[src/rtl/tcpct_pkg.sv]
// Shared types and constants of the TCP connection table.
// No dependencies; used by every module of the block.
`default_nettype none

package tcpct_pkg;

  localparam int CONN_SLOTS = 64;
  localparam int SLOT_W     = $clog2(CONN_SLOTS);
  localparam int FUNC_W     = 2;
  localparam int IP_W       = 32;
  localparam int PORT_W     = 16;
  localparam int HANDLE_W   = 6;
  localparam int STATUS_W   = 3;
  localparam int SLOT_OUT_W = 6;

  typedef enum logic [FUNC_W-1:0] {
    FUNC_OPEN   = 2'd0,
    FUNC_LOOKUP = 2'd1,
    FUNC_CLOSE  = 2'd2,
    FUNC_DROP   = 2'd3
  } func_t;

  typedef enum logic [STATUS_W-1:0] {
    STATUS_OK         = 3'd0,
    STATUS_EXISTS     = 3'd1,
    STATUS_FULL       = 3'd2,
    STATUS_NOT_FOUND  = 3'd3,
    STATUS_DROPPED    = 3'd4,
    STATUS_BAD_HANDLE = 3'd5
  } status_t;

  typedef struct packed {
    logic [IP_W-1:0]   src_ip;
    logic [IP_W-1:0]   dst_ip;
    logic [PORT_W-1:0] src_port;
    logic [PORT_W-1:0] dst_port;
  } tuple_t;

  // Update command to one cell.
  typedef struct packed {
    logic load;       // store the key, mark live
    logic clear;      // free the slot
    logic mark_drop;  // mark the connection dropped
  } cell_cmd_t;

  typedef enum logic {
    STATE_IDLE = 1'b0,
    STATE_EXEC = 1'b1
  } state_t;

endpackage

`default_nettype wire

[src/rtl/tcpct_pick.sv]
// Find-first encoder over the slot row: lowest set flag and its index.
// Depends on tcpct_pkg.
`default_nettype none

module tcpct_pick (
  input  logic [tcpct_pkg::CONN_SLOTS-1:0] flags,
  output logic                             found,
  output logic [tcpct_pkg::SLOT_W-1:0]     idx
);
  import tcpct_pkg::*;

  always_comb begin
    found = |flags;
    idx   = '0;
    for (int i = CONN_SLOTS - 1; i >= 0; i--) begin
      if (flags[i]) begin
        idx = SLOT_W'(i);
      end
    end
  end

endmodule

`default_nettype wire

[config.mk]
export PLATFORM = sky130hd
export DESIGN_NAME = tcpct_pick
export DESIGN_NICKNAME = d
export VERILOG_FILES = /design/src/rtl/tcpct_pkg.sv /design/src/rtl/tcpct_pick.sv
export SDC_FILE = /design/constraint.sdc
export NUM_CORES = 1
export LEC_CHECK = 0
export ABC_AREA = 1
export BUFFER_PORTS_ARGS = -buffer_cell sky130_fd_sc_hd__clkbuf_2
export CELL_PAD_IN_SITES_DETAIL_PLACEMENT = 0
export CELL_PAD_IN_SITES_GLOBAL_PLACEMENT = 1
export CORE_MARGIN = 4
export CORE_UTILIZATION = 27
export DETAILED_ROUTE_END_ITERATION = 16
export PLACE_DENSITY = 0.93
export SLEW_MARGIN = 10
export SYNTH_ARGS = -nofsm -noshare
export SYNTH_HDL_FRONTEND = slang
export SYNTH_SLANG_ARGS = --single-unit
[constraint.sdc]
create_clock -name vclk -period 14.3
set_input_delay 3.575 -clock vclk [all_inputs]
set_output_delay 3.575 -clock vclk [all_outputs]
set_load 0.02 [all_outputs]
==> results.py <==
metrics = {
    "yosys": {
        "synth_nets": 299,
        "netlist_instances": 235,
        "synth_seq_area_share": 0,
        "yosysTopAreaCellShare": 0.366,
        "synth_top_area_cell": "nand2_1",
        "yosysWarnings": 0,
        "synth_area_um2": 1020,
        "synthMostInstantiatedCell": "nand2_1",
        "netlist-cell-type-count": 16,
        "synth_area_leaders": "nand2_1 (37%), inv_1 (22%), nor2_1 (16%), bufinv_8 (12%), nand3_1 (2.9%)",
        "ys_top_cells_by_count": "nand2_1 (100), inv_1 (59), nor2_1 (44)",
        "syn-mean-instance-area_um2": 4.36,
    },
    "grt": {
        "antenna_found_initial": 0,
        "grt-ovfl-total": 0,
        "grt_max_degree": 4,
        "grt_use_total": 0.0987,
        "grt_pass1_wl_um": 4340,
        "grt_pass1_vias": 1187,
    },
    "power": {
        "power_density_nw_per_um2": 21.0,
        "swShare": 0.472,
        "power_frac_comb": 1.000,
        "switching_power_mw": 0.0143,
        "clock_power_share": 0,
        "sequentialPowerShare": 0,
        "irDropWorstVdd_mv": 0.00664,
        "p_leak_nw": 1.01,
        "p_int_mw": 0.0160,
    },
    "sta": {
        "worstMarginPinSlew_ps": 446,
        "hold_viol_final": 0,
        "final-max-slew-violation-count": 0,
        "grt_setup_unrepaired": "no",
        "setup_viol_count_final": 0,
        "post-route-period-util": 0.724,
        "timing.fmax_ghz": 0.0966,
        "slew_headroom": 0.700,
        "timing.setup.tns_ps": 0,
        "period_needed_ps": 10350,
        "holdWs_ps": 7440,
    },
    "detailed_routing": {
        "ant_nets": 0,
        "routed_wl_um": 2470,
        "viasPerCell": 3.93,
        "drcViolationCount": 0,
        "wire_per_inst_um": 6.97,
        "initialDrtViolationCount": 15,
        "vias": 1390,
        "firstDrtPassIters": 4,
    },
    "setup_path": {
        "critPathArrivalTime_ps": 6780,
        "cp.required_ps": 10720,
        "cp_slowest_stage_delay_ps": 170,
        "critPathSlowestCell": "clkbuf_2",
        "critPathCaptureType": "output pin",
        "cp-start-kind": "input pin",
        "cpMostUsedCell": "nand2_1",
        "path_max_fanout": 2,
        "worst-setup-path-type": "in2out",
    },
    "layout": {
        "fin_nets": 372,
        "num-clock-buffers": 0,
        "design.seq.count": 0,
        "regArea_um2": 0,
        "n_antenna_cell": 0,
        "area_growth_pct": 40.5,
        "drive_above_1_share": 0.268,
        "instances_no_fill": 354,
    },
    "floorplanning": {
        "start_util": 0.280,
        "coreArea_um2": 3660,
        "pin_count": 71,
        "dieArea_um2": 4840,
        "dieHeight_um": 69.6,
        "row_count": 22,
        "die_x_um": 69.6,
    },
    "clocking": {
        "post_cts_buffers": 0,
        "post_cts_resized": 0,
        "cts_hold_buf": 0,
    },
    "place": {
        "post-dp-hpwl_um": 2420,
        "numPortBuffers": 71,
        "gp_congestion": 0.743,
        "place.detailed.instances": 354,
    },
    "min_path": {
        "holdCritPathClass": "in2out",
    },
    "job": {
        "drv_cap": 0,
    },
    "run_status": {
        "status": "complete, no violations",
    },
}
[cell type report]
class	instances	area [um^2]
Timing Repair Buffer	71	355
Inverter	69	355
Tap cell	48	60.1
Fill cell	448	2220
Multi-Input combinational cell	166	669
[power by group through the flow]
stage	Clock [mW]	Combinational [mW]	Sequential (mW)
finish	0	0.0303	0
global placement	0	0.0304	0
global route	0	0.0353	0
CTS	0	0.0308	0
detailed placement	0	0.0307	0
floorplan	0	0.0176	0
[layer usage]
metal | routed length (um) | GRT usage
met1 | 1110 | 0.126
met5 | 0 | 0
met3 | 178 | 0.0116
met2 | 1180 | 0.185
met4 | 0 | 0
[kinds of logic after synthesis]
group	after synthesis	share of synthesized area
AOI/OAI and AO/OA	12	0.0745
buffers and inverters	69	0.347
and+or+nand+nor	154	0.579
[placed cells by master, fill, tap and decap left out]
| cell | synthesis | layout |
|---|---|---|
| a211oi_1 | 1 | 1 |
| a21oi_1 | 4 | 4 |
| a21oi_2 | 1 | 1 |
| a311oi_1 | 1 | 1 |
| a31oi_1 | 1 | 1 |
| bufinv_8 | 7 | 7 |
| clkbuf_2 | 0 | 71 |
| inv_1 | 59 | 59 |
| inv_2 | 3 | 3 |
| nand2_1 | 100 | 100 |
| nand3_1 | 6 | 6 |
| nor2_1 | 44 | 44 |
| nor3_1 | 2 | 2 |
| nor4_1 | 2 | 2 |
| o21ai_0 | 2 | 2 |
| o21bai_1 | 1 | 1 |
| o31ai_1 | 1 | 1 |
[per-stage QoR]
| step | instance area [um^2] | total power [mW] | worst slack [ps] | utilization |
|---|---|---|---|---|
| after detailed placement | 1440 | 0.0307 | 3900 | 0.393 |
| final | 1440 | 0.0303 | 3950 | 0.393 |
| after CTS | 1440 | 0.0308 | 3890 | 0.393 |
| after global placement | 1440 | 0.0304 | 3890 | 0.393 |
| after global routing | 1440 | 0.0353 | 3120 | 0.393 |
| after floorplan | 1020 | 0.0176 | 4330 | - |
[path summary, 6_finish.rpt]
path	from	to	slack, ps	cells after the start
worst max-delay path	flags[62]	idx[0]	3950	65
worst min-delay path	flags[0]	idx[0]	7440	3
[critical path, delay by kind of cell]
family          cells  cell delay (ps)
simple gates       61             2830
compound gates      1              100
buf+inv             3              300
No activity file was read; power rests on OpenSTA's default activity.
