File: config.mk
export PLATFORM = sky130hd
export DESIGN_NAME = tcpct_cell
export DESIGN_NICKNAME = d
export VERILOG_FILES = /design/src/rtl/tcpct_pkg.sv /design/src/rtl/tcpct_cell.sv
export SDC_FILE = /design/constraint.sdc
export NUM_CORES = 1
export LEC_CHECK = 0
export BUFFER_PORTS_ARGS = -buffer_cell sky130_fd_sc_hd__clkbuf_2
export CORE_MARGIN = 1.5
export CORE_UTILIZATION = 45
export DETAILED_ROUTE_END_ITERATION = 10
export GPL_TIMING_DRIVEN = 0
export PLACE_DENSITY = 0.67
export SLEW_MARGIN = 0
export SYNTH_ARGS = -nofsm -noshare
export SYNTH_HDL_FRONTEND = slang
export SYNTH_SLANG_ARGS = --single-unit
File: constraint.sdc
create_clock -name clk -period 2.45 [get_ports clk]
set_clock_uncertainty 0.15 [all_clocks]
set_input_delay 0 -clock clk [delete_from_list [all_inputs] [get_ports clk]]
set_output_delay 0 -clock clk [all_outputs]
set_load 0.01 [all_outputs]
File: src/rtl/tcpct_pkg.sv
// Shared types and constants of the TCP connection table.
// No dependencies; used by every module of the block.
`default_nettype none

package tcpct_pkg;

  localparam int CONN_SLOTS = 64;
  localparam int SLOT_W     = $clog2(CONN_SLOTS);
  localparam int FUNC_W     = 2;
  localparam int IP_W       = 32;
  localparam int PORT_W     = 16;
  localparam int HANDLE_W   = 6;
  localparam int STATUS_W   = 3;
  localparam int SLOT_OUT_W = 6;

  typedef enum logic [FUNC_W-1:0] {
    FUNC_OPEN   = 2'd0,
    FUNC_LOOKUP = 2'd1,
    FUNC_CLOSE  = 2'd2,
    FUNC_DROP   = 2'd3
  } func_t;

  typedef enum logic [STATUS_W-1:0] {
    STATUS_OK         = 3'd0,
    STATUS_EXISTS     = 3'd1,
    STATUS_FULL       = 3'd2,
    STATUS_NOT_FOUND  = 3'd3,
    STATUS_DROPPED    = 3'd4,
    STATUS_BAD_HANDLE = 3'd5
  } status_t;

  typedef struct packed {
    logic [IP_W-1:0]   src_ip;
    logic [IP_W-1:0]   dst_ip;
    logic [PORT_W-1:0] src_port;
    logic [PORT_W-1:0] dst_port;
  } tuple_t;

  // Update command to one cell.
  typedef struct packed {
    logic load;       // store the key, mark live
    logic clear;      // free the slot
    logic mark_drop;  // mark the connection dropped
  } cell_cmd_t;

  typedef enum logic {
    STATE_IDLE = 1'b0,
    STATE_EXEC = 1'b1
  } state_t;

endpackage

`default_nettype wire

File: src/rtl/tcpct_cell.sv
// One slot of the TCP connection table: stored key, flags and the key compare.
// Depends on tcpct_pkg.
`default_nettype none

module tcpct_cell (
  input  logic                 clk,
  input  logic                 rst,
  input  logic                 cmp_en,
  input  tcpct_pkg::tuple_t    key,
  input  tcpct_pkg::cell_cmd_t cmd,
  output logic                 hit_fwd,
  output logic                 hit_rev,
  output logic                 valid,
  output logic                 dropped
);
  import tcpct_pkg::*;

  tuple_t stored;
  logic   eq_fwd;
  logic   eq_rev;

  assign eq_fwd = (stored == key);
  assign eq_rev = (stored.src_ip == key.dst_ip) && (stored.dst_ip == key.src_ip) &&
                  (stored.src_port == key.dst_port) && (stored.dst_port == key.src_port);

  always_ff @(posedge clk) begin
    if (rst) begin
      valid   <= 1'b0;
      dropped <= 1'b0;
      hit_fwd <= 1'b0;
      hit_rev <= 1'b0;
    end else begin
      if (cmp_en) begin
        hit_fwd <= valid && eq_fwd;
        hit_rev <= valid && eq_rev;
      end
      if (cmd.load) begin
        valid   <= 1'b1;
        dropped <= 1'b0;
      end else if (cmd.clear) begin
        valid   <= 1'b0;
        dropped <= 1'b0;
      end else if (cmd.mark_drop) begin
        dropped <= 1'b1;
      end
    end
  end

  // The key itself needs no reset: it is only compared while the slot is live.
  always_ff @(posedge clk) begin
    if (cmd.load) begin
      stored <= key;
    end
  end

endmodule

`default_nettype wire

==> metrics <==
run status complete, no violations; detailed-route vias per instance 5.53; final weighted congestion in routability-driven placement 0.946; cell taking the most area after synthesis sky130_fd_sc_hd__edfxtp_1; most common cell after layout, fill and taps aside sky130_fd_sc_hd__clkbuf_2; sequential fraction of the synthesis area 56.0%; worst relative slew slack 50.8%; share of power burned in combinational logic 19.1%; total nets after synthesis 525; Crit Reg-Reg Endpoint hit_rev$_SDFFE_PP0P_; count of pins over their slew limit 0; unique cell type count in the Yosys netlist 34; path depth of the worst reg2reg path 6; first-pass GRT wire length 25900 um; worst reg-to-reg setup slack 50 ps; number of top-level pins 106; clock transition at the registers of the reported paths 60 ps; Max rail drop VDD 717 uV; total routed wirelength 17400 um; number of inserted diodes 0; global-route total usage across every layer 28.5%; post-route clock period utilization 97.9%; area of the mapped netlist 5290 um2; maximum buffer depth of the clock tree 2; most frequent cells in the layout sky130_fd_sc_hd__clkbuf_2 (104), sky130_fd_sc_hd__dlygate4sd3_1 (100), sky130_fd_sc_hd__edfxtp_1 (96); post-detailed-placement cell area 6030 um2; fraction of power consumed by the clock network 30.6%; post-DR wirelength/cell 22.1 um; post-route minimum period 2400 ps; Cell Int Power 3.10 mW; warning count from the yosys run 0; number of nets at the end of the flow 742; RR Startpoint stored[4]$_DFFE_PP_; post-route cell area 7290 um2; switching power 1.18 mW; fmax 417 MHz; Detail Placement HPWL 12700 um; clock tree from TritonCTS done; DRC 0; worst-path fanout max 2; Area Growth Syn to Fin 37.8%; via count 4353; crit path capture hit_rev$_SDFFE_PP0P_; clk root buf sky130_fd_sc_hd__clkbuf_16; instance count of the mapped netlist 423; WP data arrival 2530 ps; pin count of the biggest net entering global routing 51; proportion of total power due to net switching 27.5%; endpoint class of the critical path flip-flop; share of synthesized flip-flops with an asynchronous set or reset 0%; #FFs+latches synth 100; die width 111 um; power per cell area 587 nW/um2; Setup TNS 0 ps; sequential share of power 50.3%; final setup slack of the worst path 51.2 ps; initial core utilization 46.3%; Die Area 12400 um2; # clock sinks 100; core region area 11400 um2; Setup Fix Bufs, Post-CTS 0; LEAKAGE 2.76 nW; RSZ-0062 raised after global routing false; Final Hold Fails 0; number of failing setup endpoints in the final timing report 0; clock buffers created by TritonCTS 9; drt initial violations 399; DRT antenna net count 0; number of global-route vias before repair 4529; share of layout cells above drive strength 1 19.7%; antenna violations before repair 0; Place WS 10.3 ps; post-synthesis area per instance 12.5 um2; remaining global-route overflow 0; path type of the worst setup path reg2reg; Area contributors post-synth sky130_fd_sc_hd__edfxtp_1 (54%), sky130_fd_sc_hd__xnor2_1 (14%), sky130_fd_sc_hd__xor2_1 (7.4%); class of the most critical hold timing path in2reg; cell row count 39; Die Height 111 um; predominant post-synthesis flop cell sky130_fd_sc_hd__edfxtp_1; number of enable-type register cells in the synthesized netlist 96; max_cap viols 0; quantity of I/O buffers inserted on ports 105; launch point of the critical path stored[4]$_DFFE_PP_; Filler Cells Inserted 940; Critical Path Start Type flip-flop; hold_ws 226 ps; share of the core filled with cells 63.9%; First-pass DRT Iterations 5; H-tree levels 3; Worst Max-Slew Pin Slew 737 ps; worst path required time 2580 ps; insertion delay of the later-clocked pin in the worst-skew pair 360 ps; share of Yosys cell area claimed by the top area cell type 54.5%
-- flip-flops by register name, summed over array words and instances (netlist names) --
| signal | count |
|---|---|
| dropped | 1 |
| hit_fwd | 1 |
| hit_rev | 1 |
| stored | 96 |
| valid | 1 |
-- kinds of logic (layout without fill, tap and decap cells) --
logic type / after synthesis / in the layout / synth area share (%)
compound gates: 58 / 58 / 8.68
simple gates: 88 / 88 / 10.3
flops: 100 / 100 / 56.0
buf+inv: 45 / 266 / 3.19
xor+xnor: 132 / 132 / 21.8
-- critical path, stage by stage (launching register included) --
cell                       delay (ps)
sky130_fd_sc_hd__edfxtp_1         440
sky130_fd_sc_hd__xnor2_1          460
sky130_fd_sc_hd__nand4_1          180
sky130_fd_sc_hd__nor4_2           260
sky130_fd_sc_hd__nand3_1          160
sky130_fd_sc_hd__or4_1            530
sky130_fd_sc_hd__o21ai_1          160
-- cell usage after synthesis (all sizes together), types with 3 or more instances --
cell and instances:
nor2 5, inv 44, o22ai 18, nor4 22
nand2b 15, a221oi 6, o2111ai 5, a21oi 3
a2111oi 5, nand4 27, o2bb2ai 8, nand2 3
xnor2 87, edfxtp 96, nand3 3, a22o 6
xor2 45, dfxtp 4, nor2b 7
-- power by group through the flow --
stage | clock network (mW) | registers (mW) | logic [mW]
3_3_place_gp | 0 | 2.18 | 0.669
2_1_floorplan | 0 | 2.15 | 0.340
4_1_cts | 1.32 | 2.15 | 0.803
3_5_place_dp | 0 | 2.18 | 0.675
6_report | 1.31 | 2.15 | 0.817
5_1_grt | 1.39 | 2.17 | 0.869
-- timing repair --
action | CTS | global route
pin swaps | 0 | 0
hold endpoints to repair | 100 | 0
endpoints found under the setup margin | 1 | 1
gates resized for setup | 1 | 1
hold buffers | 100 | 0
-- per-stage QoR --
step	total power, mW	std cells
floorplan	2.49	423
global placement	2.85	671
detailed placement	2.86	672
CTS	4.27	787
global route	4.43	787
finish	4.28	787
-- worst min path at each step --
stage               cells after the start                    to     from  slack, ps
floorplan                               1    valid$_SDFFE_PP0P_      rst        -80
global placement                        2  dropped$_SDFFE_PP0P_   cmd[1]         30
detailed placement                      2  dropped$_SDFFE_PP0P_   cmd[1]         40
CTS                                     2  stored[65]$_DFFE_PP_  key[65]        230
global route                            2  stored[65]$_DFFE_PP_  key[65]        240
finish                                  1  stored[80]$_DFFE_PP_   cmd[2]        230
-- per-layer routing --
metal  GRT usage, %  wire length [um]
met1           36.9              7160
met2           45.8              8140
met3           8.06              1490
met4           10.7               575
met5              0                 0
-- layout make-up --
class / count / area (um2) / area share [%]
well taps: 143 / 179 / 2.45
clock inverters: 3 / 15.0 / 0.206
inverters: 45 / 169 / 2.32
repair buffers: 206 / 1560 / 21.3
clock buffers: 12 / 236 / 3.24
multi-input cells: 278 / 2170 / 29.8
flip-flops and latches: 100 / 2960 / 40.6
(Power assumes the default switching activity.)
